**src/rtl/assert_macros.svh**
```systemverilog
// ----------------------------------------------------------------------------
// assert_macros.svh
// Shared concurrent assertion macros for the baud divisor search RTL.
// ----------------------------------------------------------------------------
`ifndef ASSERT_MACROS_SVH
`define ASSERT_MACROS_SVH

// Same-cycle implication, disabled during reset.
`define FBD_ASSERT_IMPL(label, clk, rst_n, ante, cons) \
    label: assert property (@(posedge clk) disable iff (!(rst_n)) (ante) |-> (cons)) \
        else $error("assertion failed");

// Next-cycle implication, disabled during reset.
`define FBD_ASSERT_NEXT(label, clk, rst_n, ante, cons) \
    label: assert property (@(posedge clk) disable iff (!(rst_n)) (ante) |=> (cons)) \
        else $error("assertion failed");

`endif

```
**src/rtl/fbd_pkg.sv**
```systemverilog
// ----------------------------------------------------------------------------
// fbd_pkg
// Types and constants of the fractional baud divisor search.
// ----------------------------------------------------------------------------
package fbd_pkg;

    localparam int PORT_W     = 2;
    localparam int BAUD_W     = 22;
    localparam int CLK_W      = 28;
    localparam int SEL_W      = 8;
    localparam int ACC_W      = 7;
    localparam int CFG_IDX_W  = 2;
    localparam int CFG_DATA_W = 28;
    localparam int DL_W       = 17;
    localparam int MV_W       = 4;
    localparam int PCT_W      = 8;

    localparam int DIV_NUM_W  = 60;   // (pclk * mul) << 28
    localparam int DIV_DEN_W  = 27;   // baud * (mul + divadd)
    localparam int DIV_STEPS  = DIV_NUM_W;
    localparam int DIV_CNT_W  = $clog2(DIV_STEPS);

    localparam logic [CLK_W-1:0] CORE_CLK_RESET = 28'd100000000;
    localparam logic [SEL_W-1:0] SEL_RESET      = 8'h00;
    localparam logic [ACC_W-1:0] ACC_RESET      = 7'd3;

    localparam logic [MV_W-1:0]  MUL_MAX        = 4'd15;
    localparam logic [31:0]      HALF_FRAC      = 32'h8000_0000;
    localparam logic [31:0]      ERR_INIT       = 32'hFFFF_FFFF;
    localparam logic [28:0]      LATCH_MAX      = 29'd65536;
    localparam logic [6:0]       PCT_SCALE      = 7'd100;
    localparam logic [PCT_W-1:0] PCT_SAT        = 8'd255;

    typedef enum logic [CFG_IDX_W-1:0] {
        CFG_CORE_CLK = 2'd0,
        CFG_DIV_SEL  = 2'd1,
        CFG_ACC_ERR  = 2'd2,
        CFG_NONE     = 2'd3
    } t_cfg_idx;

    typedef enum logic [1:0] {
        PCLK_DIV4 = 2'd0,
        PCLK_DIV1 = 2'd1,
        PCLK_DIV2 = 2'd2,
        PCLK_DIV8 = 2'd3
    } t_pclk_sel;

    typedef struct packed {
        logic load;
        logic start_pair;
        logic eval;
        logic start_rate;
        logic start_pct;
        logic load_res;
    } t_dp_cmd;

    typedef struct packed {
        logic div_done;
        logic last_pair;
        logic exact_now;
        logic found;
        logic baud_zero;
    } t_dp_stat;

endpackage

```
**src/rtl/fbd_in_if.sv**
```systemverilog
// ----------------------------------------------------------------------------
// fbd_in_if
// Request channel: port number and target baud rate.
// ----------------------------------------------------------------------------
interface fbd_in_if;
    logic                       valid;
    logic                       ready;
    logic [fbd_pkg::PORT_W-1:0] port_number;
    logic [fbd_pkg::BAUD_W-1:0] baud_rate;

    modport source (output valid, port_number, baud_rate, input ready);
    modport sink   (input valid, port_number, baud_rate, output ready);
endinterface

```
**src/rtl/fbd_out_if.sv**
```systemverilog
// ----------------------------------------------------------------------------
// fbd_out_if
// Result channel: chosen divisor settings and baud error.
// ----------------------------------------------------------------------------
interface fbd_out_if;
    logic                      valid;
    logic                      ready;
    logic                      success;
    logic [fbd_pkg::DL_W-1:0]  latch_divisor;
    logic [fbd_pkg::MV_W-1:0]  mul_value;
    logic [fbd_pkg::MV_W-1:0]  div_add_value;
    logic [fbd_pkg::PCT_W-1:0] error_percent;

    modport source (output valid, success, latch_divisor, mul_value, div_add_value,
                    error_percent, input ready);
    modport sink   (input valid, success, latch_divisor, mul_value, div_add_value,
                    error_percent, output ready);
endinterface

```
**src/rtl/fbd_div.sv**
```systemverilog
// ----------------------------------------------------------------------------
// fbd_div
// Shared restoring divider, one quotient bit per cycle.
// ----------------------------------------------------------------------------
`include "assert_macros.svh"

module fbd_div (
    input  logic                          i_clk,
    input  logic                          i_rst_n,
    input  logic                          i_start,
    input  logic [fbd_pkg::DIV_NUM_W-1:0] i_num,
    input  logic [fbd_pkg::DIV_DEN_W-1:0] i_den,
    output logic [fbd_pkg::DIV_NUM_W-1:0] o_quo,
    output logic                          o_done,
    output logic                          o_busy
);
    import fbd_pkg::*;

    logic [DIV_NUM_W-1:0] r_num;
    logic [DIV_DEN_W-1:0] r_rem;
    logic [DIV_DEN_W-1:0] r_den;
    logic [DIV_CNT_W-1:0] r_cnt;
    logic                 r_busy;
    logic                 r_done;

    logic [DIV_DEN_W:0]   trial;
    logic [DIV_DEN_W:0]   trial_sub;
    logic                 ge;

    assign trial     = {r_rem, r_num[DIV_NUM_W-1]};
    assign ge        = trial >= {1'b0, r_den};
    assign trial_sub = trial - {1'b0, r_den};

    always_ff @(posedge i_clk) begin
        if (!i_rst_n) begin
            r_busy <= 1'b0;
            r_done <= 1'b0;
            r_cnt  <= '0;
        end else begin
            r_done <= 1'b0;
            if (i_start) begin
                r_num  <= i_num;
                r_den  <= i_den;
                r_rem  <= '0;
                r_cnt  <= '0;
                r_busy <= 1'b1;
            end else if (r_busy) begin
                r_num <= {r_num[DIV_NUM_W-2:0], ge};
                r_rem <= ge ? trial_sub[DIV_DEN_W-1:0] : trial[DIV_DEN_W-1:0];
                r_cnt <= r_cnt + 1'b1;
                if (r_cnt == DIV_CNT_W'(DIV_STEPS - 1)) begin
                    r_busy <= 1'b0;
                    r_done <= 1'b1;
                end
            end
        end
    end

    assign o_quo  = r_num;
    assign o_done = r_done;
    assign o_busy = r_busy;

    `FBD_ASSERT_IMPL(a_no_restart, i_clk, i_rst_n, i_start, !r_busy)
    `FBD_ASSERT_IMPL(a_done_idle, i_clk, i_rst_n, r_done, !r_busy)

endmodule

```
**src/rtl/fbd_datapath.sv**
```systemverilog
// ----------------------------------------------------------------------------
// fbd_datapath
// Config registers, candidate pair counters, best-pair tracking, result regs.
// ----------------------------------------------------------------------------
`include "assert_macros.svh"

module fbd_datapath (
    input  logic                           i_clk,
    input  logic                           i_rst_n,
    input  logic                           i_cfg_we,
    input  logic [fbd_pkg::CFG_IDX_W-1:0]  i_cfg_idx,
    input  logic [fbd_pkg::CFG_DATA_W-1:0] i_cfg_data,
    input  logic [fbd_pkg::PORT_W-1:0]     i_port_number,
    input  logic [fbd_pkg::BAUD_W-1:0]     i_baud_rate,
    input  fbd_pkg::t_dp_cmd               i_cmd,
    output fbd_pkg::t_dp_stat              o_stat,
    output logic                           o_success,
    output logic [fbd_pkg::DL_W-1:0]       o_latch_divisor,
    output logic [fbd_pkg::MV_W-1:0]       o_mul_value,
    output logic [fbd_pkg::MV_W-1:0]       o_div_add_value,
    output logic [fbd_pkg::PCT_W-1:0]      o_error_percent
);
    import fbd_pkg::*;

    // configuration
    logic [CLK_W-1:0] r_core_clk;
    logic [SEL_W-1:0] r_div_sel;
    logic [ACC_W-1:0] r_acc_err;

    // request and search state
    logic [BAUD_W-1:0] r_baud;
    logic [CLK_W-1:0]  r_pclk;
    logic [MV_W-1:0]   r_m;
    logic [MV_W-1:0]   r_d;
    logic [31:0]       r_best_err;
    logic [DL_W-1:0]   r_best_dl;
    logic [MV_W-1:0]   r_best_m;
    logic [MV_W-1:0]   r_best_d;

    // results
    logic              r_success;
    logic [DL_W-1:0]   r_res_dl;
    logic [MV_W-1:0]   r_res_m;
    logic [MV_W-1:0]   r_res_d;
    logic [PCT_W-1:0]  r_res_pct;

    t_pclk_sel          sel;
    logic [CLK_W-1:0]   pclk_sel;

    logic [MV_W:0]      md_sum;
    logic [MV_W:0]      best_md_sum;
    logic               div_start;
    logic [DIV_NUM_W-1:0] div_num;
    logic [DIV_DEN_W-1:0] div_den;
    logic [DIV_NUM_W-1:0] div_quo;
    logic               div_done;
    logic               div_busy;

    logic [31:0]        frac;
    logic               rnd_up;
    logic [28:0]        dl;
    logic [31:0]        err;
    logic               dl_ok;
    logic               better;

    logic [CLK_W-1:0]   rate;
    logic [CLK_W-1:0]   diff;
    logic               pct_sat;
    logic [PCT_W-1:0]   pct;

    always_comb begin
        sel = t_pclk_sel'(r_div_sel[2*i_port_number +: 2]);
        unique case (sel)
            PCLK_DIV1: pclk_sel = r_core_clk;
            PCLK_DIV2: pclk_sel = r_core_clk >> 1;
            PCLK_DIV8: pclk_sel = r_core_clk >> 3;
            default:   pclk_sel = r_core_clk >> 2;
        endcase
    end

    assign md_sum      = {1'b0, r_m} + {1'b0, r_d};
    assign best_md_sum = {1'b0, r_best_m} + {1'b0, r_best_d};

    // divider operand select
    always_comb begin
        div_start = i_cmd.start_pair | i_cmd.start_rate | i_cmd.start_pct;
        priority if (i_cmd.start_pair) begin
            div_num = {({4'd0, r_pclk} * {28'd0, r_m}), 28'd0};
            div_den = DIV_DEN_W'(r_baud) * DIV_DEN_W'(md_sum);
        end else if (i_cmd.start_rate) begin
            div_num = DIV_NUM_W'((r_pclk >> 4) * r_best_m);
            div_den = DIV_DEN_W'(r_best_dl) * DIV_DEN_W'(best_md_sum);
        end else begin
            div_num = DIV_NUM_W'({7'd0, diff} * {28'd0, PCT_SCALE});
            div_den = DIV_DEN_W'(r_baud);
        end
    end

    fbd_div u_div (
        .i_clk   (i_clk),
        .i_rst_n (i_rst_n),
        .i_start (div_start),
        .i_num   (div_num),
        .i_den   (div_den),
        .o_quo   (div_quo),
        .o_done  (div_done),
        .o_busy  (div_busy)
    );

    // candidate evaluation: round, range check, compare with best
    assign frac   = div_quo[31:0];
    assign rnd_up = frac > HALF_FRAC;
    assign dl     = {1'b0, div_quo[DIV_NUM_W-1:32]} + 29'(rnd_up);
    assign err    = rnd_up ? (32'd0 - frac) : frac;
    assign dl_ok  = (dl != '0) && (dl <= LATCH_MAX);
    assign better = dl_ok && (err < r_best_err);

    // final error percent
    assign rate    = div_quo[CLK_W-1:0];
    assign diff    = ({6'd0, r_baud} > rate) ? ({6'd0, r_baud} - rate)
                                             : (rate - {6'd0, r_baud});
    assign pct_sat = |div_quo[DIV_NUM_W-1:PCT_W];
    assign pct     = pct_sat ? PCT_SAT : div_quo[PCT_W-1:0];

    always_ff @(posedge i_clk) begin
        if (!i_rst_n) begin
            r_core_clk <= CORE_CLK_RESET;
            r_div_sel  <= SEL_RESET;
            r_acc_err  <= ACC_RESET;
        end else if (i_cfg_we) begin
            unique case (t_cfg_idx'(i_cfg_idx))
                CFG_CORE_CLK: r_core_clk <= i_cfg_data[CLK_W-1:0];
                CFG_DIV_SEL:  r_div_sel  <= i_cfg_data[SEL_W-1:0];
                CFG_ACC_ERR:  r_acc_err  <= i_cfg_data[ACC_W-1:0];
                default:      ;
            endcase
        end
    end

    always_ff @(posedge i_clk) begin
        if (!i_rst_n) begin
            r_best_dl <= '0;
            r_best_m  <= '0;
            r_best_d  <= '0;
        end else if (i_cmd.load) begin
            r_baud     <= i_baud_rate;
            r_pclk     <= pclk_sel;
            r_m        <= 4'd1;
            r_d        <= '0;
            r_best_err <= ERR_INIT;
            r_best_dl  <= '0;
            r_best_m   <= '0;
            r_best_d   <= '0;
        end else if (i_cmd.eval) begin
            if (better) begin
                r_best_err <= err;
                r_best_dl  <= dl[DL_W-1:0];
                r_best_m   <= r_m;
                r_best_d   <= r_d;
            end
            if (r_d == r_m - 1'b1) begin
                r_m <= r_m + 1'b1;
                r_d <= '0;
            end else begin
                r_d <= r_d + 1'b1;
            end
        end
    end

    always_ff @(posedge i_clk) begin
        if (i_cmd.load_res) begin
            if (r_best_dl != '0) begin
                r_success <= pct < {1'b0, r_acc_err};
                r_res_dl  <= r_best_dl;
                r_res_m   <= r_best_m;
                r_res_d   <= r_best_d;
                r_res_pct <= pct;
            end else begin
                r_success <= 1'b0;
                r_res_dl  <= '0;
                r_res_m   <= '0;
                r_res_d   <= '0;
                r_res_pct <= '0;
            end
        end
    end

    assign o_stat.div_done  = div_done;
    assign o_stat.last_pair = (r_m == MUL_MAX) && (r_d == MUL_MAX - 1'b1);
    assign o_stat.exact_now = better && (err == '0);
    assign o_stat.found     = r_best_dl != '0;
    assign o_stat.baud_zero = i_baud_rate == '0;

    assign o_success       = r_success;
    assign o_latch_divisor = r_res_dl;
    assign o_mul_value     = r_res_m;
    assign o_div_add_value = r_res_d;
    assign o_error_percent = r_res_pct;

    `FBD_ASSERT_IMPL(a_best_legal, i_clk, i_rst_n, r_best_dl != '0,
        (r_best_m != '0) && (r_best_d < r_best_m))
    `FBD_ASSERT_IMPL(a_cmd_no_busy, i_clk, i_rst_n, div_start, !div_busy)

endmodule

```
**src/rtl/fbd_ctrl.sv**
```systemverilog
// ----------------------------------------------------------------------------
// fbd_ctrl
// Sequencer for the divisor search: pair loop, rate check, result handoff.
// ----------------------------------------------------------------------------
`include "assert_macros.svh"

module fbd_ctrl (
    input  logic               i_clk,
    input  logic               i_rst_n,
    input  logic               i_in_valid,
    output logic               o_in_ready,
    output logic               o_out_valid,
    input  logic               i_out_ready,
    input  fbd_pkg::t_dp_stat  i_stat,
    output fbd_pkg::t_dp_cmd   o_cmd
);
    import fbd_pkg::*;

    typedef enum logic [2:0] {
        S_IDLE,
        S_PAIR,
        S_PAIR_WAIT,
        S_EVAL,
        S_CHECK,
        S_RATE_WAIT,
        S_PCT_WAIT,
        S_OUT
    } t_state;

    t_state r_state;
    logic   r_out_valid;
    logic   in_xfer;
    logic   out_free;

    assign in_xfer  = (r_state == S_IDLE) && i_in_valid;
    assign out_free = !r_out_valid || i_out_ready;

    always_comb begin
        o_cmd            = '0;
        o_cmd.load       = in_xfer;
        o_cmd.start_pair = r_state == S_PAIR;
        o_cmd.eval       = r_state == S_EVAL;
        o_cmd.start_rate = (r_state == S_CHECK) && i_stat.found;
        o_cmd.start_pct  = (r_state == S_RATE_WAIT) && i_stat.div_done;
        o_cmd.load_res   = (r_state == S_OUT) && out_free;
    end

    always_ff @(posedge i_clk) begin
        if (!i_rst_n) begin
            r_state     <= S_IDLE;
            r_out_valid <= 1'b0;
        end else begin
            if ((r_state == S_OUT) && out_free) begin
                r_out_valid <= 1'b1;
            end else if (r_out_valid && i_out_ready) begin
                r_out_valid <= 1'b0;
            end
            unique case (r_state)
                S_IDLE: begin
                    if (i_in_valid) begin
                        r_state <= i_stat.baud_zero ? S_OUT : S_PAIR;
                    end
                end
                S_PAIR:      r_state <= S_PAIR_WAIT;
                S_PAIR_WAIT: begin
                    if (i_stat.div_done) begin
                        r_state <= S_EVAL;
                    end
                end
                S_EVAL: begin
                    r_state <= (i_stat.exact_now || i_stat.last_pair) ? S_CHECK : S_PAIR;
                end
                S_CHECK: begin
                    r_state <= i_stat.found ? S_RATE_WAIT : S_OUT;
                end
                S_RATE_WAIT: begin
                    if (i_stat.div_done) begin
                        r_state <= S_PCT_WAIT;
                    end
                end
                S_PCT_WAIT: begin
                    if (i_stat.div_done) begin
                        r_state <= S_OUT;
                    end
                end
                S_OUT: begin
                    if (out_free) begin
                        r_state <= S_IDLE;
                    end
                end
                default: r_state <= S_IDLE;
            endcase
        end
    end

    assign o_in_ready  = r_state == S_IDLE;
    assign o_out_valid = r_out_valid;

    `FBD_ASSERT_NEXT(a_busy_after_req, i_clk, i_rst_n, in_xfer, !o_in_ready)
    `FBD_ASSERT_NEXT(a_result_shown, i_clk, i_rst_n, o_cmd.load_res, r_out_valid)

endmodule

```
**src/rtl/fractional_baud_divisor_search_core.sv**
```systemverilog
// ----------------------------------------------------------------------------
// fractional_baud_divisor_search_core
// Searches UART fractional divider settings (latch divisor, mul, divadd)
// for a requested baud rate and reports the resulting error.
// ----------------------------------------------------------------------------
// One request at a time. Each candidate (mul, divadd) pair runs through
// the single shared 60-step restoring divider; a full search covers the
// 120 pairs and, if a pair was found, is followed by the rate recompute
// and percent divides; an exact match ends the search early, and a zero
// baud rate returns an all-zero result without using the divider.
// The input is ready again as soon as the result is in the output
// register, even if the sink has not taken it yet. Config writes
// (index 0 core clock, 1 packed per-port clock selects, 2 accepted error
// percent) must only be issued while no request is in flight.
// ----------------------------------------------------------------------------
module fractional_baud_divisor_search_core (
    input  logic                           i_clk,
    input  logic                           i_rst_n,
    input  logic                           i_cfg_we,
    input  logic [fbd_pkg::CFG_IDX_W-1:0]  i_cfg_idx,
    input  logic [fbd_pkg::CFG_DATA_W-1:0] i_cfg_data,
    fbd_in_if.sink                         i_req,
    fbd_out_if.source                      o_res
);
    import fbd_pkg::*;

    t_dp_cmd  cmd;
    t_dp_stat stat;

    // sequencer: owns handshakes and the search loop
    fbd_ctrl u_ctrl (
        .i_clk       (i_clk),
        .i_rst_n     (i_rst_n),
        .i_in_valid  (i_req.valid),
        .o_in_ready  (i_req.ready),
        .o_out_valid (o_res.valid),
        .i_out_ready (o_res.ready),
        .i_stat      (stat),
        .o_cmd       (cmd)
    );

    // datapath: config regs, pair counters, shared divider, result regs
    fbd_datapath u_dp (
        .i_clk           (i_clk),
        .i_rst_n         (i_rst_n),
        .i_cfg_we        (i_cfg_we),
        .i_cfg_idx       (i_cfg_idx),
        .i_cfg_data      (i_cfg_data),
        .i_port_number   (i_req.port_number),
        .i_baud_rate     (i_req.baud_rate),
        .i_cmd           (cmd),
        .o_stat          (stat),
        .o_success       (o_res.success),
        .o_latch_divisor (o_res.latch_divisor),
        .o_mul_value     (o_res.mul_value),
        .o_div_add_value (o_res.div_add_value),
        .o_error_percent (o_res.error_percent)
    );

endmodule

```
**src/flat_wrapper.sv**
```systemverilog
// flat-port wrapper written by rule: the top's interface ports become plain ports
module fractional_baud_divisor_search_core_flat import fbd_pkg::*;
  (i_clk, i_rst_n, i_cfg_we, i_cfg_idx, i_cfg_data, i_req_valid, i_req_port_number, i_req_baud_rate, i_req_ready, o_res_valid, o_res_success, o_res_latch_divisor, o_res_mul_value, o_res_div_add_value, o_res_error_percent, o_res_ready);
  fbd_in_if i_req_i ();
  fbd_out_if o_res_i ();
  input  logic i_clk;
  input  logic i_rst_n;
  input  logic i_cfg_we;
  input  logic [fbd_pkg::CFG_IDX_W-1:0] i_cfg_idx;
  input  logic [fbd_pkg::CFG_DATA_W-1:0] i_cfg_data;
  input wire logic [$bits(i_req_i.valid)-1:0] i_req_valid;
  input wire logic [$bits(i_req_i.port_number)-1:0] i_req_port_number;
  input wire logic [$bits(i_req_i.baud_rate)-1:0] i_req_baud_rate;
  output wire logic [$bits(i_req_i.ready)-1:0] i_req_ready;
  output wire logic [$bits(o_res_i.valid)-1:0] o_res_valid;
  output wire logic [$bits(o_res_i.success)-1:0] o_res_success;
  output wire logic [$bits(o_res_i.latch_divisor)-1:0] o_res_latch_divisor;
  output wire logic [$bits(o_res_i.mul_value)-1:0] o_res_mul_value;
  output wire logic [$bits(o_res_i.div_add_value)-1:0] o_res_div_add_value;
  output wire logic [$bits(o_res_i.error_percent)-1:0] o_res_error_percent;
  input wire logic [$bits(o_res_i.ready)-1:0] o_res_ready;
  assign i_req_i.valid = i_req_valid;
  assign i_req_i.port_number = i_req_port_number;
  assign i_req_i.baud_rate = i_req_baud_rate;
  assign i_req_ready = i_req_i.ready;
  assign o_res_valid = o_res_i.valid;
  assign o_res_success = o_res_i.success;
  assign o_res_latch_divisor = o_res_i.latch_divisor;
  assign o_res_mul_value = o_res_i.mul_value;
  assign o_res_div_add_value = o_res_i.div_add_value;
  assign o_res_error_percent = o_res_i.error_percent;
  assign o_res_i.ready = o_res_ready;
  fractional_baud_divisor_search_core u_core (.i_clk(i_clk), .i_rst_n(i_rst_n), .i_cfg_we(i_cfg_we), .i_cfg_idx(i_cfg_idx), .i_cfg_data(i_cfg_data), .i_req(i_req_i), .o_res(o_res_i));
endmodule
```
**config.mk**
```make
export PLATFORM = sky130hd
export DESIGN_NAME = fractional_baud_divisor_search_core_flat
export DESIGN_NICKNAME = d
export VERILOG_FILES = /design/src/rtl/fbd_pkg.sv /design/src/rtl/fbd_in_if.sv /design/src/rtl/fbd_out_if.sv /design/src/rtl/fbd_div.sv /design/src/rtl/fbd_datapath.sv /design/src/rtl/fbd_ctrl.sv /design/src/rtl/fractional_baud_divisor_search_core.sv /design/src/flat_wrapper.sv
export VERILOG_INCLUDE_DIRS = /design/src /design/src/rtl
export SDC_FILE = /design/constraint.sdc
export NUM_CORES = 2
export LEC_CHECK = 0
export BUFFER_PORTS_ARGS = -buffer_cell sky130_fd_sc_hd__buf_2
export CORE_AREA = 2 2 283 285
export DETAILED_ROUTE_END_ITERATION = 8
export DIE_AREA = 0 0 285 287
export PLACE_DENSITY = 0.64
export SLEW_MARGIN = 40
export SYNTH_ARGS = -nofsm -noshare
export SYNTH_HDL_FRONTEND = slang
export SYNTH_SLANG_ARGS = --single-unit
```
**constraint.sdc**
```tcl
create_clock -name i_clk -period 9.3 [get_ports i_clk]
set_input_delay 1.395 -clock i_clk [delete_from_list [all_inputs] [get_ports i_clk]]
set_output_delay 1.395 -clock i_clk [all_outputs]
set_load 0.02 [all_outputs]
```
# Word-level counts from Yosys, hierarchy flattened
# Cells that the tools add are included.
# Widths: inputs -> output; s select.
[word_totals] input_bits=59 wordCells=143 output_inout_bits=36 reg_bits=318
[op_classes] n_eq_ne=21 multipliers=5 bitwise_logic=4 shifts=1 muxes=33 n_reduce_logical=38 magnitude_cmp=6 add_sub_neg=11
[ops] cell="$mux 60" count=3
[ops] cell="$mux 32" count=3
[ops] cell="$pmux 28 s3" count=1
[ops] cell="$mux 27" count=3
[ops] cell="$reduce_or 52->1" count=1
[ops] cell="$mux 35" count=1
[ops] cell="$mul 28x5->33 const B" count=1
[ops] cell="$gt 32x32->1 const B" count=1
[ops] cell="$logic_not 32->1" count=1
[ops] cell="$lt 32x32->1" count=1
[ops] cell="$mul 28x4->32" count=1
[ops] cell="$sub 1x32->32 const A" count=1
[ops] cell="$add 28x1->29" count=1
[ops] cell="$le 29x17->1 const B" count=1
[ops] cell="$reduce_bool 29->1" count=1
[ops] cell="$ge 28x27->1" count=1
[ops] cell="$gt 22x28->1" count=1
[ops] cell="$mul 24x4->28" count=1
[ops] cell="$mux 28" count=1
[ops] cell="$sub 22x28->28" count=1
[ops] cell="$sub 28x22->28" count=1
[ops] cell="$mul 22x5->27" count=1
[ops] cell="$sub 27x27->27" count=1
[ops] cell="$pmux 3 s8" count=1
[ops] cell="other kinds (37)" count=89

# Longest topological paths before layout
[logic_depth] depth_word=9 depth_mapped=31 mapped_depth_nobuf=28

# By module
# A second synthesis with hierarchy kept.
[unflattened] cells_unflattened=4086 hier_area_um2=35571.6
[modules_own_cells] mod="fbd_datapath" cells_each=3518 area_per_inst_um2=28722.5 seq_area_each_um2=5084.9 n_inst=1
[modules_own_cells] mod="fbd_div" cells_each=527 area_per_inst_um2=6501.2 seq_area_each_um2=3583.4 n_inst=1
[modules_own_cells] mod="fbd_ctrl" cells_each=41 area_per_inst_um2=347.8 seq_area_each_um2=80.1 n_inst=1

# Least setup slack after synthesis
# OpenSTA, ideal clock, no wires.
[synth_timing] path_kind="flip-flop to flip-flop" from="reg u_core.u_dp.r_baud[4]" to="reg u_core.u_dp.u_div.r_num[24], in the netlist u_core.u_dp.u_div.o_quo[24] (data pin)" slack_ns=2.375 t_arrival_ns=6.650 setup_time_ns=0.275 path_buffers=3 period_less_slack_ns=6.925 t_required_ns=9.025 stages_incl_launch_ff=28 cell_sequence="edfxtp_1 inv_1 ha_1 clkbuf_1 nand2_1 nor4_1 a31oi_1 and2_1 a31oi_1 clkbuf_1 clkbuf_1 mux2i_1 xnor2_1 ha_1 ha_1 ha_1 xor2_1 ha_1 nor2b_1 o31ai_1 a21oi_1 o31a_1 o41ai_1 o21a_1 o21ai_0 a21oi_1 mux2i_1 o221ai_1"
[synth_via] elab_chain_cells=6 elab_cells_between_ends=8 classes_between="2 x add/sub; 1 x mul; 1 x order compare; 4 x mux"
[synth_lines] item="start, declared" line_no="fbd_datapath.sv:31" text="logic [BAUD_W-1:0] r_baud;"
[synth_lines] item="start signal, assigned" line_no="fbd_datapath.sv:146" text="r_baud <= i_baud_rate;"
[synth_lines] item="$sub 28x22->28 (tied with other cells)" line_no="fbd_datapath.sv:121" text=": (rate - {6'd0, r_baud});"
[synth_lines] item="$mux 28 (*)" line_no="fbd_datapath.sv:120" text="assign diff = ({6'd0, r_baud} > rate) ? ({6'd0, r_baud} - rate)"
[synth_lines] item="$mul 28x5->33 (*)" line_no="fbd_datapath.sv:94" text="div_num = DIV_NUM_W'({7'd0, diff} * {28'd0, PCT_SCALE});"
[synth_lines] item="$mux 35 (*)" line_no="fbd_datapath.sv:90" text="end else if (i_cmd.start_rate) begin"
[synth_lines] item="$mux 60 (*)" line_no="fbd_datapath.sv:87" text="priority if (i_cmd.start_pair) begin"
[synth_lines] item="$mux 60 (*)" line_no="fbd_div.sv:41" text="if (i_start) begin"
[synth_lines] item="end signal, assigned" line_no="fbd_div.sv:42" text="r_num <= i_num;"
[synth_lines] item="end signal, assigned" line_no="fbd_div.sv:48" text="r_num <= {r_num[DIV_NUM_W-2:0], ge};"
[synth_lines] item="end, declared" line_no="fbd_div.sv:19" text="logic [DIV_NUM_W-1:0] r_num;"
# Mark *: on every way between the ends. The rest lies on a longest branch, timed or not.
# A chain may end at the register's enable or synchronous reset.

# Final worst setup path
[layout_timing] from="reg u_core.u_dp.r_baud[5]" to="reg u_core.u_dp.u_div.r_num[29], in the netlist u_core.u_dp.u_div.o_quo[29] (data pin)"
# Same word-level chain as after synthesis.

==> impl_metrics.toml <==
[finish]
syn2layout_area_growth_pct = 7.70
antennaDiodeCount = 0
layout.nets = 4688
drive_gt1_frac = 0.0651

[clock_tree]
clkLatencyLatePin_ns = 0.59
cts_htree_levels = 2
cts_hold_buffers = 0
cts_buffer_depth = 3
cts_sinks = 318
cts_tree = "done"
cts_root_buf = "clkbuf_16"
clkTransAtPathRegs_ns = 0.06
post_cts.repair.setup_buffers = 0
cts_resized = 0
numCtsBuffers = 40

[placed_design]
gp_congestion = 0.975
port_buffers = 94
dp_hpwl_mm = 80.4

[synthesis]
syn_nets = 4701
synth_cells = 4068
async_reset_ff_frac = 0
ys_seq_elements = 318
ys_seq_area_frac = 0.249
syn_area_um2 = 35100
yosysTopAreaCell = "edfxtp_1"
yosys_most_used_dff = "edfxtp_1"
ys_types = 92
yosys_warnings = 0
synth_edf_count = 238
yosys-top-cells-area = "edfxtp_1 20%, fa_1 13%, ha_1 12%"
synth.top_cell.area_share = 0.204
yosysMostFrequentCell = "nand2_1"
ys_top_cells_by_count = "506 x nand2_1, 463 x inv_1, 346 x ha_1"
syn_avg_cell_area_um2 = 8.63

[die]
core_um2 = 78600
die_width_um = 285
die_area_um2 = 81800
io_pins = 95
die_h_um = 287
start_util = 0.447
rows = 103

[worst_setup_path]
required_ns = 9.62
end_kind = "flop"
r2r_start = "u_core.u_dp.r_baud[5]"
r2r_slack_ns = 1.26
crit_start = "u_core.u_dp.r_baud[5]"
worst_ep_arrival_time_ns = 8.35
critPathSlowestCell = "o311ai_0"
reg2reg_depth = 26
cp-start-kind = "flop"
crit_type = "reg -> reg"
cpPeakStageDelay_ns = 0.65
critical_path_peak_fanout = 28
r2r-end = "u_core.u_dp.u_div.o_quo[29]"
critPathMostFrequentCell = "ha_1"

[global_route]
grt.overflow.total = 0
grt_max_degree = 77
antenna_found_initial = 1
grt_pass1_vias = 28500
grt_pass1_wl_mm = 159
grt.total_usage = 0.246

[timing]
clock.fmax_ghz = 0.124
report.final.slew_viol_count = 0
tns_ns = 0
finalCriticalPeriod_ns = 8.04
hold_viol_final = 0
period_share = 0.864
max_slew_margin = 0.376
finalSetupViolCount = 0
final.setup_skew_ns = 0.0440
worstMarginPinSlew_ns = 0.930
rsz0062_at_grt = "no"

[route]
wirelength_mm = 102
vias_per_cell = 5.71
wire_per_inst_um = 19.9
drc = 0
ant_nets = 0
firstDrtPassIters = 6
drtIter0Drc = 2020
vias = 29300

[worst_hold_path]
hp-start = "u_core.u_dp.r_acc_err[0]"
hold_end = "u_core.u_dp.r_acc_err[0]"
min_path_type = "reg -> reg"
min_path_cells = 2

[status]
outcome = "completed"

[run]
cap_violations = 0
==> worst max path at each step <==
stage / slack (ns) / to / depth (start not counted)
after detailed placement: 1.38 / u_core.u_dp.u_div.o_quo[29] / 26
after CTS: 1.31 / u_core.u_dp.u_div.o_quo[29] / 26
after global routing: 0.68 / u_core.u_dp.u_div.o_quo[29] / 26
final: 1.26 / u_core.u_dp.u_div.o_quo[29] / 26
after global placement: 1.41 / u_core.u_dp.u_div.o_quo[29] / 26
after floorplan: 2.38 / u_core.u_dp.u_div.o_quo[24] / 27
==> layer usage <==
metal  track usage  up-vias  share of wire
li1              -    14000              -
met1         0.323    14200           0.43
met2         0.407      994           0.46
met3        0.0325      200          0.062
met4         0.107        0          0.048
met5             0        -              0
==> cells in the final DEF (no fill, tap or decap), drive strengths merged, types with 28 or more instances in the layout <==
cell / instances
nand2b: 71
xor2: 77
nor3: 62
nor2b: 63
edfxtp: 238
nand2: 506
clkbuf: 52
nor4: 36
a31oi: 28
inv: 468
and2: 151
a21oi: 219
nand4: 51
and3: 30
mux2i: 58
fa: 228
dfxtp: 80
nor2: 232
a21o: 79
a211oi: 36
o21ai: 229
buf: 134
ha: 346
o21a: 39
xnor2: 150
o211ai: 32
nand3: 77
==> critical path: cells and delay by family, from the launching register on <==
family / cells / cell delay (ns)
adder cells (fa/ha/maj): 5 / 1.94
multiplexers: 1 / 0.47
XOR/XNOR: 2 / 0.39
flip-flops: 1 / 0.52
AO/OA/AOI/OAI: 8 / 2.82
buffers and inverters: 4 / 0.60
AND/OR/NAND/NOR: 6 / 0.99
==> final cells by class <==
type	count	area [um^2]
flip-flops and latches	318	8750
inverters	465	1750
clock buffers	52	1110
repair buffers	134	795
clock inverters	18	164
fillers	7627	40800
multi-input cells	3096	23900
well taps	1050	1310
==> registers in the layout, summed over array words and instances, names as in the netlist, 6 cells and up <==
signal                       cells
u_core.u_dp.o_error_percent      8
u_core.u_dp.o_latch_divisor     17
u_core.u_dp.r_acc_err            7
u_core.u_dp.r_baud              22
u_core.u_dp.r_best_dl           17
u_core.u_dp.r_best_err          32
u_core.u_dp.r_core_clk          28
u_core.u_dp.r_div_sel            8
u_core.u_dp.r_pclk              28
u_core.u_dp.u_div.o_quo         60
u_core.u_dp.u_div.r_cnt          6
u_core.u_dp.u_div.r_den         27
u_core.u_dp.u_div.r_rem         27
==> cells by family after synthesis <==
kind of cell | Yosys count | share of synthesized area
AO/OA/AOI/OAI | 876 | 0.161
adder cells (fa/ha/maj) | 574 | 0.253
buffers and inverters | 654 | 0.0719
flip-flops | 318 | 0.249
XOR/XNOR | 227 | 0.0566
AND/OR/NAND/NOR | 1351 | 0.187
multiplexers | 68 | 0.0207
==> through the flow <==
stage / hold slack (ns) / cell area [um^2] / instances / util / setup slack (ns)
2_1_floorplan: 0.439 / 35100 / 4068 / - / 2.38
3_3_place_gp: 0.457 / 36400 / 5060 / 0.464 / 1.41
3_5_place_dp: 0.469 / 36500 / 5063 / 0.465 / 1.38
4_1_cts: 0.482 / 37800 / 5133 / 0.481 / 1.31
5_1_grt: 0.501 / 37800 / 5133 / 0.481 / 0.679
6_report: 0.482 / 37800 / 5133 / 0.481 / 1.26
Power is left out: the tool's default activity adds up to more than one toggle a clock period on the data nets, which glitch-free logic cannot reach.
